`config.mk`:
```
export PLATFORM = sky130hd
export DESIGN_NAME = segmented_crc32c_name_hash_core_flat
export DESIGN_NICKNAME = d
export VERILOG_FILES = /design/src/rtl/core/scnh_pkg.sv /design/src/rtl/core/scnh_in_if.sv /design/src/rtl/core/scnh_out_if.sv /design/src/rtl/core/scnh_accum.sv /design/src/rtl/core/scnh_out_reg.sv /design/src/rtl/core/segmented_crc32c_name_hash_core.sv /design/src/flat_wrapper.sv
export VERILOG_INCLUDE_DIRS = /design/src /design/src/rtl/core
export SDC_FILE = /design/constraint.sdc
export NUM_CORES = 1
export LEC_CHECK = 0
export BUFFER_PORTS_ARGS = -buffer_cell sky130_fd_sc_hd__buf_2
export CAP_MARGIN = 0
export CORE_UTILIZATION = 25
export CTS_BUF_LIST = sky130_fd_sc_hd__clkbuf_8 sky130_fd_sc_hd__clkbuf_16
export DETAILED_ROUTE_END_ITERATION = 8
export GPL_ROUTABILITY_DRIVEN = 0
export PLACE_DENSITY_LB_ADDON = 0.3
export REMOVE_ABC_BUFFERS = 1
export SETUP_SLACK_MARGIN = 0.02
export SLEW_MARGIN = 20
export SYNTH_ARGS = -nofsm -noshare
export SYNTH_HDL_FRONTEND = slang
export SYNTH_HIERARCHICAL = 1
export SYNTH_SLANG_ARGS = --single-unit
```
`constraint.sdc`:
```
create_clock -name clk -period 4.75 [get_ports clk]
set_input_delay 0.2375 -clock clk [delete_from_list [all_inputs] [get_ports clk]]
set_output_delay 0.2375 -clock clk [all_outputs]
set_load 0.02 [all_outputs]
```
`src/rtl/core/assert_macros.svh`:
```
// Assertion macros shared by the RTL of this block.
// Each macro samples on the rising clock edge and is disabled while the
// active-low reset is asserted.
`ifndef ASSERT_MACROS_SVH
`define ASSERT_MACROS_SVH

`ifndef SYNTHESIS

// The property must hold at every sampled edge outside reset.
`define ASSERT_CLK(label, clk, rst_n, prop, msg) \
	label: assert property (@(posedge clk) disable iff (!rst_n) prop) else $error(msg);

// The expression must never be true at a sampled edge outside reset.
`define ASSERT_NEVER(label, clk, rst_n, expr, msg) \
	label: assert property (@(posedge clk) disable iff (!rst_n) !(expr)) else $error(msg);

`else

`define ASSERT_CLK(label, clk, rst_n, prop, msg)
`define ASSERT_NEVER(label, clk, rst_n, expr, msg)

`endif

`endif

```
`src/rtl/core/scnh_pkg.sv`:
```
package scnh_pkg;

	localparam logic [31:0] CRC_POLY_REFL = 32'h82F6_3B78;
	localparam logic [31:0] CRC_INIT      = 32'hFFFF_FFFF;
	localparam logic [31:0] KEY_TOP_BIT   = 32'h8000_0000;
	localparam logic [31:0] KEY_MIX_MASK  = 32'hFFFF_0000;
	localparam logic [31:0] KEY_LOW_BIT   = 32'h0000_8000;

	localparam logic [7:0] SEP_DOT   = 8'h2E;
	localparam logic [7:0] SEP_DASH  = 8'h2D;
	localparam logic [7:0] SEP_UNDER = 8'h5F;
	localparam logic [7:0] SEP_TILDE = 8'h7E;

	typedef struct packed {
		logic [7:0] name_byte;
		logic       byte_valid;
		logic       is_last;
	} scnh_item_t;

	// One byte of reflected CRC32C; unrolls into a flat xor network.
	function automatic logic [31:0] crc32c_byte(input logic [31:0] crc, input logic [7:0] b);
		logic [31:0] r;
		r = crc ^ {24'd0, b};
		for (int k = 0; k < 8; k++) begin
			r = r[0] ? ((r >> 1) ^ CRC_POLY_REFL) : (r >> 1);
		end
		return r;
	endfunction

	function automatic logic is_sep(input logic [7:0] b);
		return (b == SEP_DOT) || (b == SEP_DASH) || (b == SEP_UNDER) || (b == SEP_TILDE);
	endfunction

endpackage

```
`src/rtl/core/scnh_in_if.sv`:
```
interface scnh_in_if;
	logic       valid;
	logic       ready;
	logic [7:0] name_byte;
	logic       byte_valid;
	logic       is_last;

	modport source(output valid, output name_byte, output byte_valid, output is_last,
		input ready);
	modport sink(input valid, input name_byte, input byte_valid, input is_last,
		output ready);
endinterface

```
`src/rtl/core/scnh_out_if.sv`:
```
interface scnh_out_if;
	logic        valid;
	logic        ready;
	logic [63:0] hash_key;

	modport source(output valid, output hash_key, input ready);
	modport sink(input valid, input hash_key, output ready);
endinterface

```
`src/rtl/core/scnh_accum.sv`:
```
`include "assert_macros.svh"

module scnh_accum (
	input  logic               clk,
	input  logic               arst_n,
	input  logic               step,
	input  scnh_pkg::scnh_item_t item,
	output logic [63:0]        key
);
	import scnh_pkg::*;

	logic [31:0] whole_crc_q;
	logic [31:0] seg_crc_q;
	logic        nonempty_q;
	logic [31:0] sum_q;

	logic        sep;
	logic        seg_byte;
	logic        close_seg;
	logic [31:0] whole_crc_d;
	logic [31:0] seg_crc_d;
	logic        nonempty_d;
	logic [31:0] sum_d;
	logic [31:0] mix_w;

	always_comb begin
		sep         = item.byte_valid && is_sep(item.name_byte);
		seg_byte    = item.byte_valid && !sep;
		close_seg   = sep || item.is_last;
		whole_crc_d = item.byte_valid ? crc32c_byte(whole_crc_q, item.name_byte) : whole_crc_q;
		seg_crc_d   = seg_byte ? crc32c_byte(seg_crc_q, item.name_byte) : seg_crc_q;
		nonempty_d  = nonempty_q || seg_byte;
		sum_d       = (close_seg && nonempty_d) ? (sum_q + ~seg_crc_d) : sum_q;
		mix_w       = ~whole_crc_d;
		key         = {sum_d | KEY_TOP_BIT,
			((mix_w ^ (mix_w << 16)) & KEY_MIX_MASK) | KEY_LOW_BIT};
	end

	always_ff @(posedge clk or negedge arst_n) begin
		if (!arst_n) begin
			whole_crc_q <= CRC_INIT;
			seg_crc_q   <= CRC_INIT;
			nonempty_q  <= 1'b0;
			sum_q       <= 32'd0;
		end else if (step) begin
			if (item.is_last) begin
				whole_crc_q <= CRC_INIT;
				seg_crc_q   <= CRC_INIT;
				nonempty_q  <= 1'b0;
				sum_q       <= 32'd0;
			end else begin
				whole_crc_q <= whole_crc_d;
				seg_crc_q   <= close_seg ? CRC_INIT : seg_crc_d;
				nonempty_q  <= close_seg ? 1'b0 : nonempty_d;
				sum_q       <= sum_d;
			end
		end
	end

	`ASSERT_CLK(a_clear_after_key, clk, arst_n, step && item.is_last |=> whole_crc_q == CRC_INIT && seg_crc_q == CRC_INIT && sum_q == 32'd0 && !nonempty_q, "state not cleared after a key")
	`ASSERT_CLK(a_idle_holds, clk, arst_n, !step || (!item.byte_valid && !item.is_last) |=> $stable(whole_crc_q) && $stable(seg_crc_q) && $stable(sum_q) && $stable(nonempty_q), "state changed without a byte")
	`ASSERT_CLK(a_sep_closes, clk, arst_n, step && sep && !item.is_last |=> seg_crc_q == CRC_INIT && !nonempty_q, "separator did not close the segment")

endmodule

```
`src/rtl/core/scnh_out_reg.sv`:
```
module scnh_out_reg (
	input  logic        clk,
	input  logic        arst_n,
	input  logic        load,
	input  logic [63:0] key_d,
	output logic        can_load,
	scnh_out_if.source  result
);
	logic        valid_q;
	logic [63:0] key_q;

	assign can_load        = !valid_q || result.ready;
	assign result.valid    = valid_q;
	assign result.hash_key = key_q;

	always_ff @(posedge clk or negedge arst_n) begin
		if (!arst_n) begin
			valid_q <= 1'b0;
		end else if (load) begin
			valid_q <= 1'b1;
		end else if (result.ready) begin
			valid_q <= 1'b0;
		end
	end

	always_ff @(posedge clk) begin
		if (load) begin
			key_q <= key_d;
		end
	end

endmodule

```
`src/rtl/core/segmented_crc32c_name_hash_core.sv`:
```
// Directory hash of a file name, one name byte per transfer.
// Channel name (sink): name_byte, byte_valid and is_last with valid/ready.
// A transfer with byte_valid high adds one byte to the name; is_last high
// closes the name, after its byte if byte_valid is also high. A transfer with
// both low changes nothing. Channel key (source): hash_key with valid/ready,
// one transfer per name.
// Throughput is one name byte per cycle: the byte-wide CRC32C update, the
// separator check and the 32-bit segment sum sit between the input stage
// register and the key register. A closing transfer waits in the input stage
// register until the key register can take its key, which is then loaded
// and shown. The key register lets the next name start while a key waits.
// When the receiver stalls with a key pending, byte transfers keep flowing;
// only a second closing transfer waits in the input stage, and then ready on
// name drops until the pending key is taken.
// Reset clears the stage and key valid flags and returns the running CRCs,
// the segment flag and the segment sum to their start values. The CRCs, the
// segment flag and the sum return to those values after each key as well.
`include "assert_macros.svh"

module segmented_crc32c_name_hash_core (
	input  logic      clk,
	input  logic      arst_n,
	scnh_in_if.sink   name,
	scnh_out_if.source key
);
	import scnh_pkg::*;

	logic        s1_valid_q;
	scnh_item_t  item_s1;
	logic        advance;
	logic        load;
	logic        can_load;
	logic [63:0] key_d;

	// An item without the last mark never waits on the key register.
	assign advance    = s1_valid_q && (!item_s1.is_last || can_load);
	assign load       = advance && item_s1.is_last;
	assign name.ready = !s1_valid_q || advance;

	always_ff @(posedge clk or negedge arst_n) begin
		if (!arst_n) begin
			s1_valid_q <= 1'b0;
		end else if (name.valid && name.ready) begin
			s1_valid_q <= 1'b1;
		end else if (advance) begin
			s1_valid_q <= 1'b0;
		end
	end

	always_ff @(posedge clk) begin
		if (name.valid && name.ready) begin
			item_s1 <= '{name_byte: name.name_byte, byte_valid: name.byte_valid,
				is_last: name.is_last};
		end
	end

	scnh_accum u_accum (
		.clk    (clk),
		.arst_n (arst_n),
		.step   (advance),
		.item   (item_s1),
		.key    (key_d)
	);

	scnh_out_reg u_out_reg (
		.clk      (clk),
		.arst_n   (arst_n),
		.load     (load),
		.key_d    (key_d),
		.can_load (can_load),
		.result   (key)
	);

	`ASSERT_CLK(a_key_fixed_bits, clk, arst_n,
		key.valid |-> key.hash_key[63] && key.hash_key[15] && key.hash_key[14:0] == 15'd0,
		"fixed key bits wrong")
	`ASSERT_CLK(a_stall_cause, clk, arst_n,
		!name.ready |-> s1_valid_q && item_s1.is_last && key.valid && !key.ready,
		"input stalled without a pending key")
	`ASSERT_CLK(a_load_shows, clk, arst_n, load |=> key.valid, "loaded key not shown")

endmodule

```
`src/flat_wrapper.sv`:
```
// flat-port wrapper written by rule: the top's interface ports become plain ports
module segmented_crc32c_name_hash_core_flat import scnh_pkg::*;
  (clk, arst_n, name_valid, name_name_byte, name_byte_valid, name_is_last, name_ready, key_valid, key_hash_key, key_ready);
  scnh_in_if name_i ();
  scnh_out_if key_i ();
  input  logic clk;
  input  logic arst_n;
  input wire logic [$bits(name_i.valid)-1:0] name_valid;
  input wire logic [$bits(name_i.name_byte)-1:0] name_name_byte;
  input wire logic [$bits(name_i.byte_valid)-1:0] name_byte_valid;
  input wire logic [$bits(name_i.is_last)-1:0] name_is_last;
  output wire logic [$bits(name_i.ready)-1:0] name_ready;
  output wire logic [$bits(key_i.valid)-1:0] key_valid;
  output wire logic [$bits(key_i.hash_key)-1:0] key_hash_key;
  input wire logic [$bits(key_i.ready)-1:0] key_ready;
  assign name_i.valid = name_valid;
  assign name_i.name_byte = name_name_byte;
  assign name_i.byte_valid = name_byte_valid;
  assign name_i.is_last = name_is_last;
  assign name_ready = name_i.ready;
  assign key_valid = key_i.valid;
  assign key_hash_key = key_i.hash_key;
  assign key_i.ready = key_ready;
  segmented_crc32c_name_hash_core u_core (.clk(clk), .arst_n(arst_n), .name(name_i), .key(key_i));
endmodule
```
### Yosys cells after proc, flatten, opt, wreduce, memory -nomap -nowiden

Cells that the tools add are included.

* bitwise gates (word level): 21
* reductions and logical operators: 22
* equality and inequality tests: 4
* muxes and demuxes: 29
* add/sub/neg operators: 1

Operator list (count)
* $mux W32: 23
* $not A16 Y17: 16
* $not A32 Y32: 2
* $xor A32 B8 Y32: 2
* $add A32 B32 Y32: 1
* $xor A32 B32 Y32: 1
* $eq A8 B6 Y1 const B: 2
* $eq A8 B7 Y1 const B: 2
* $logic_or A1 B1 Y1: 8
* $logic_and A1 B1 Y1: 6
* $mux W1: 6
* $reduce_bool A2 Y1: 3
* $logic_not A1 Y1: 4
* $reduce_and A2 Y1: 1

* input bits: 14
* register bits after elaboration: 156
* output and inout bits: 66
* logic and storage cells: 88

### Logic depth before layout (Yosys ltp)

* word-level depth: 22
* depth in mapped cells: 23
* gate-level depth less buffers: 20

### Modules after synthesis

Netlist, hierarchy kept.

By module, submodules not included
* scnh_accum: cells an instance 1054, sequential area each 2482.4 um^2, area each 9337.7 um^2, instances 1
* scnh_out_reg: cells an instance 67, sequential area each 1946.9 um^2, area each 1969.4 um^2, instances 1
* segmented_crc32c_name_hash_core: cells an instance 17, sequential area each 325.3 um^2, area each 379.1 um^2, instances 1

### Least setup slack after synthesis

Ideal clock, no wire load.

* path kind: reg-to-reg
* from: register u_core/item_s1[6] (netlist name)
* to: register u_core.u_accum.sum_q[15]
* library setup time: 0.138 ns
* data arrival time: 4.907 ns
* period minus slack after synthesis: 5.045 ns
* buffers on the path: 4
* required time: 4.612 ns
* slack: -0.295 ns
* cell stages (with the launch flop): 22
* cells stage by stage: edfxtp_1 buf_2 or4bb_1 nand4_1 nand2_1 buf_2 buf_1 clkbuf_1 o21ai_0 ha_1 a21o_1 nand2_1 a31oi_1 a31oi_1 nor2_1 a31oi_1 a2111oi_1 or2_2 a211o_1 a31oi_1 mux2i_1 o22ai_1

* longest elaborated chain between the ends: 18
* elaborated cells on any way between the ends: 31
* those cells by class: add/sub (1); eq/ne (4); mux (11); bitwise (6); reduce/logical (9)

Ends and longest elaborated chain
* from (decl): RTL line segmented_crc32c_name_hash_core.sv:29 `scnh_item_t item_s1;`
* from (signal assigned): RTL line segmented_crc32c_name_hash_core.sv:52 `item_s1 <= '{name_byte: name.name_byte, byte_valid: name.byte_valid,`
* $xor A32 B8 Y32: RTL line scnh_pkg.sv:23 `r = crc ^ {24'd0, b};`
* $not A16 Y17 (no source line)
* $mux W32 (5 in a row): RTL line scnh_pkg.sv:25 `r = r[0] ? ((r >> 1) ^ CRC_POLY_REFL) : (r >> 1);`
* $not A16 Y17 (no source line)
* $mux W32: RTL line scnh_pkg.sv:25
* $not A16 Y17 (no source line)
* $mux W32: RTL line scnh_pkg.sv:25
* $not A16 Y17 (no source line)
* $mux W32: RTL line scnh_pkg.sv:25
* $mux W32: RTL line scnh_accum.sv:31 `seg_crc_d = seg_byte ? crc32c_byte(seg_crc_q, item.name_byte) : seg_crc_q;`
* $not A32 Y32: RTL line scnh_accum.sv:33 `sum_d = (close_seg && nonempty_d) ? (sum_q + ~seg_crc_d) : sum_q;`
* $add A32 B32 Y32: RTL line scnh_accum.sv:33
* $mux W32 (*): RTL line scnh_accum.sv:33
* $mux W32 (*): RTL line scnh_accum.sv:46 `if (item.is_last) begin`
* to (signal assigned): RTL line scnh_accum.sv:55 `sum_q <= sum_d;`
* to (decl): RTL line scnh_accum.sv:15 `logic [31:0] sum_q;`

Mark *: on every way between the ends. The rest lies on a longest branch, timed or not. The select of a mux whose other input is x is not followed.
A chain may end at the register's enable or synchronous reset.

### Final worst setup path

* from: register u_core.u_accum.seg_crc_q[2]
* to: register u_core.u_accum.sum_q[19]

* longest elaborated chain between the ends: 18
* elaborated cells on any way between the ends: 19
* those cells by class: add/sub (1); mux (11); bitwise (7)

Ends and longest elaborated chain
* from (decl): RTL line scnh_accum.sv:13 `logic [31:0] seg_crc_q;`
* from (signal assigned): RTL line scnh_accum.sv:53 `seg_crc_q <= close_seg ? CRC_INIT : seg_crc_d;`
* $xor A32 B8 Y32: RTL line scnh_pkg.sv:23
* $mux W32 (3 in a row): RTL line scnh_pkg.sv:25
* $mux W32 or $not A16 Y17 (tied branches)
* $not A16 Y17 (no source line) or $mux W32 (tied branches)
* $mux W32 or $not A16 Y17 (tied branches)
* $not A16 Y17 (no source line) or $mux W32 (tied branches)
* $mux W32 or $not A16 Y17 (tied branches)
* $not A16 Y17 (no source line) or $mux W32 (tied branches)
* $mux W32: RTL line scnh_pkg.sv:25
* $not A16 Y17 (no source line)
* $mux W32: RTL line scnh_pkg.sv:25
* $mux W32 (*): RTL line scnh_accum.sv:31
* $not A32 Y32 (*): RTL line scnh_accum.sv:33
* $add A32 B32 Y32 (*): RTL line scnh_accum.sv:33
* $mux W32 (*): RTL line scnh_accum.sv:33
* $mux W32 (*): RTL line scnh_accum.sv:46

Marked as above.

==> results list <==
* Delay contributed by the slowest stage of the critical path: 0.58 ns
* Avg Inst Size Synth: 10.27 sq um
* Number of nets still failing antenna checks after routing: 0
* DRC: 0
* Share of flip-flops with an asynchronous set or reset after synthesis: 56.98%
- Kind of critical path: flop to flop
* Number of global-route vias before repair: 8885
- Cells after DPL: 1865
- The number of antenna diodes in the final layout is 0.
- TNS Setup: 0 ns
- In the final routed layout, each cell accounts on average for 17.71 um.
- The share of synthesized area in the top cell type comes to 19.01%.
- Register bit count reported by yosys: 172
- The first routing iteration left 464 violations.
- Among all flip-flop cells after synthesis, the most frequent one is sky130_fd_sc_hd__edfxtp_1.
- Die area: 47610 sq um
* Result of the run: finished clean
* Top cells by area in the synthesized netlist: sky130_fd_sc_hd__edfxtp_1 (19%), sky130_fd_sc_hd__dfstp_2 (14%), sky130_fd_sc_hd__xnor2_1 (10%)
- Number of pins with negative max-slew slack in the final report: 0
- Final setup fails: 0
* Amount of wire on met2 after detailed routing: 16360 um
- All-layer global routing usage: 14.45%
- The synthesized design contains 74 enable-type register cells.
* Standard cell area after detailed placement: 13400 sq um
* Count of standard-cell rows: 78
- Estimated wirelength of the detail-placed design: 24150 um
- Number of antenna violations at the first check in global routing: 1
- Count of input and output buffers: 79
- Clk slew on worst S/H paths: 0.07 ns
- Fraction of layout cells with a size suffix above 1: 28.17%
* Warnings from Yosys: 6
- Global-route wire length before repair: 52430 um
- RSZ-0062 raised after global routing: true
- Max-cap viol count: 0
* Worst skew pair latency: 0.47 ns
* Final wirelength: 34070 um
* Sequential share of the synthesized area: 40.69%
- The number of different library cells used by synthesis comes to 91.
- Largest net degree at the start of global routing: 66
- Slew at the pin with the worst max-slew slack: 1.026 ns
* Arrival time at the worst endpoint: 4.98 ns
- For this configuration, the core starts out at a cell density of 25.53%.
- Synth Instances: 1138
* Vias per cell: 4.694
* Clock H-tree levels: 4
* Filler-free cell count of the finished design: 1924
- TritonCTS built the clock tree.
- Buffer depth of the longest clock path: 2
- Across the routed clock network, the largest skew measured is 0.01311 ns.
* Area of the core region: 45770 sq um
- Buffers inserted during clock tree synthesis total 17.
- Final hold violation count: 0
- STA classifies the critical path endpoint as a flop.
- The floorplan step set the die width to 218.2 um.
* Top-Level Pins: 80
* Critical path's slowest cell: sky130_fd_sc_hd__dfstp_2
- Synthesis-to-layout area growth: 24.12%
- The die is 218.2 um tall.
* Highest routed metal layer: met4
* Library cell appearing most often on the critical path: sky130_fd_sc_hd__buf_4
- Static timing analysis puts the maximum clock frequency at 215.6 MHz.
- Detailed-router iteration count before antenna repair: 5
- Number of sinks on the clock net: 172
- List of cells traversed by the critical path: xor2_4 -> buf_4 -> xnor3_2 -> buf_4 -> xnor3_1 -> mux2_2 -> a21oi_1 -> o21a_1 -> or4_1 -> a21oi_4 -> buf_4 -> a221oi_1 -> a311oi_1 -> mux2i_1 -> buf_4 -> mux2i_1 -> o2bb2ai_1
- Total Nets Final: 1339
- List of most frequent post-synthesis cells: sky130_fd_sc_hd__xnor2_1 (137), sky130_fd_sc_hd__nor2_1 (116), sky130_fd_sc_hd__a21oi_1 (94)
- The worst pin sits at a relative slew slack of 31.59%.
* Finished layout cell area: 14510 sq um
* Most common cell in the netlist: sky130_fd_sc_hd__xnor2_1
- The detailed router placed 9031 vias in this run.
- At the worst endpoint, the required time is 5.09 ns.
- Number of buffer and inverter instances along the worst setup path: 4
* CTS root buf: sky130_fd_sc_hd__clkbuf_16
- Met1 WL: 15960 um
- After detailed routing, the met3 layer carries 1146 um of wire.
* Max FO, Critical Path: 5
- The kind of cell with the highest combined delay along the critical path is XOR/XNOR gates.
- Total gr overflow: 0
* Post-route clock period utilization: 97.65%
* Cell accounting for the most synthesized area: sky130_fd_sc_hd__edfxtp_1
- After layout, the minimum clock period comes to 4.638 ns.
- Mapped cell area: 11690 sq um
* Tightest Hold Check Type: input pin to flop
- CP startpoint kind: flop
==> tightest hold or removal path, cell delays in order <==
cell and delay, ns:
sky130_fd_sc_hd__buf_2 0.08, sky130_fd_sc_hd__nand2b_4 0.13, sky130_fd_sc_hd__nand2b_2 0.05
==> stage by stage <==
stage	util, %	setup slack, ns	hold WS (ns)
floorplan	-	-4.846	-0.05809
global placement	29.27	-0.1374	0.3308
detailed placement	29.27	-0.07680	0.3267
CTS	30.89	0.03810	0.05302
global route	31.69	-0.07106	0.06430
finish	31.69	0.1115	0.07153
==> registers in the layout, indices dropped and copies added, names as in the netlist <==
name and flops:
u_core/item_s1 10, u_core/s1_valid_q 1, u_core/u_accum/nonempty_q 1, u_core/u_accum/seg_crc_q 32
u_core/u_accum/sum_q 31, u_core/u_accum/whole_crc_q 32, u_core/u_out_reg/result.hash_key 64, u_core/u_out_reg/result.valid 1
==> cells by family after synthesis <==
group / share of synthesized area (%)
and+or+nand+nor: 10.88
AOI/OAI and AO/OA: 15.34
xor gates and xnor gates: 22.01
DFF: 40.69
buffers and inverters: 3.919
muxes: 4.411
adders and majority gates: 2.687
other: 0.06426
==> cell type report <==
cell class,instances,area [sq um]
fill,4700,31270
multi-input combinational,878,6843
sequential,172,4755
timing repair buffer,217,1503
tap,600,750.7
clock buffer,17,425.4
clock inverter,15,135.1
inverter,25,93.84
==> cells in the final DEF, fill, tap and decap left out, types with 7 or more instances in the layout <==
| master | instances |
|---|---|
| sky130_fd_sc_hd__nand2_1 | 83 |
| sky130_fd_sc_hd__a21oi_1 | 91 |
| sky130_fd_sc_hd__buf_4 | 119 |
| sky130_fd_sc_hd__nor2_1 | 114 |
| sky130_fd_sc_hd__and2_1 | 11 |
| sky130_fd_sc_hd__o22a_1 | 10 |
| sky130_fd_sc_hd__a21o_1 | 10 |
| sky130_fd_sc_hd__xnor3_1 | 17 |
| sky130_fd_sc_hd__buf_2 | 78 |
| sky130_fd_sc_hd__a311oi_1 | 7 |
| sky130_fd_sc_hd__edfxtp_1 | 74 |
| sky130_fd_sc_hd__nand4_1 | 10 |
| sky130_fd_sc_hd__xor2_1 | 60 |
| sky130_fd_sc_hd__xnor2_1 | 129 |
| sky130_fd_sc_hd__ha_1 | 9 |
| sky130_fd_sc_hd__mux2i_1 | 41 |
| sky130_fd_sc_hd__o22ai_1 | 15 |
| sky130_fd_sc_hd__dlygate4sd3_1 | 12 |
| sky130_fd_sc_hd__o21ai_1 | 13 |
| sky130_fd_sc_hd__o21ai_0 | 23 |
| sky130_fd_sc_hd__xnor2_4 | 8 |
| sky130_fd_sc_hd__dfstp_2 | 64 |
| sky130_fd_sc_hd__a31oi_1 | 17 |
| sky130_fd_sc_hd__buf_6 | 7 |
| sky130_fd_sc_hd__nand3_1 | 15 |
| sky130_fd_sc_hd__a22o_1 | 10 |
| sky130_fd_sc_hd__conb_1 | 17 |
| sky130_fd_sc_hd__xnor2_2 | 10 |
| sky130_fd_sc_hd__inv_1 | 23 |
| sky130_fd_sc_hd__maj3_1 | 12 |
| sky130_fd_sc_hd__clkbuf_16 | 17 |
| sky130_fd_sc_hd__dfrtp_1 | 34 |
==> routing by layer <==
metal	vias to the layer above	global-route usage (%)
li1	4378	-
met3	37	2.213
met2	179	23.22
met4	0	4.872
met5	-	0
met1	4437	19.68
==> path summary, 6_finish.rpt <==
check                                                              start                                   endpoint  slack (ns)  cells past startpoint
worst min-delay path                                           key_ready  u_core/u_out_reg/result.valid$_DFFE_PN0P_        0.07                      3
max in group asynchronous                                         arst_n  u_core/u_accum/whole_crc_q[5]$_DFFE_PN1P_        3.44                      3
worst max-delay path             u_core/u_accum/seg_crc_q[2]$_DFFE_PN1P_       u_core/u_accum/sum_q[19]$_DFFE_PN0P_        0.11                     17
min in group asynchronous                                         arst_n       u_core/u_accum/sum_q[12]$_DFFE_PN0P_        0.36                      2
worst max register to register   u_core/u_accum/seg_crc_q[2]$_DFFE_PN1P_       u_core/u_accum/sum_q[19]$_DFFE_PN0P_        0.11                     17
worst min register to register  u_core/u_accum/seg_crc_q[30]$_DFFE_PN1P_   u_core/u_accum/seg_crc_q[30]$_DFFE_PN1P_        0.52                      2
==> repair_timing <==
action | CTS | global route
endpoints found under the setup margin | 10 | 30
setup buffers | 3 | 12
pin swaps | 1 | 21
endpoints found under the hold margin | 19 | 0
gates resized for setup | 6 | 51
hold buffers | 12 | 0
Power is not shown: default switching activity piles up to over one toggle a cycle in this logic, so the estimate is an artifact.
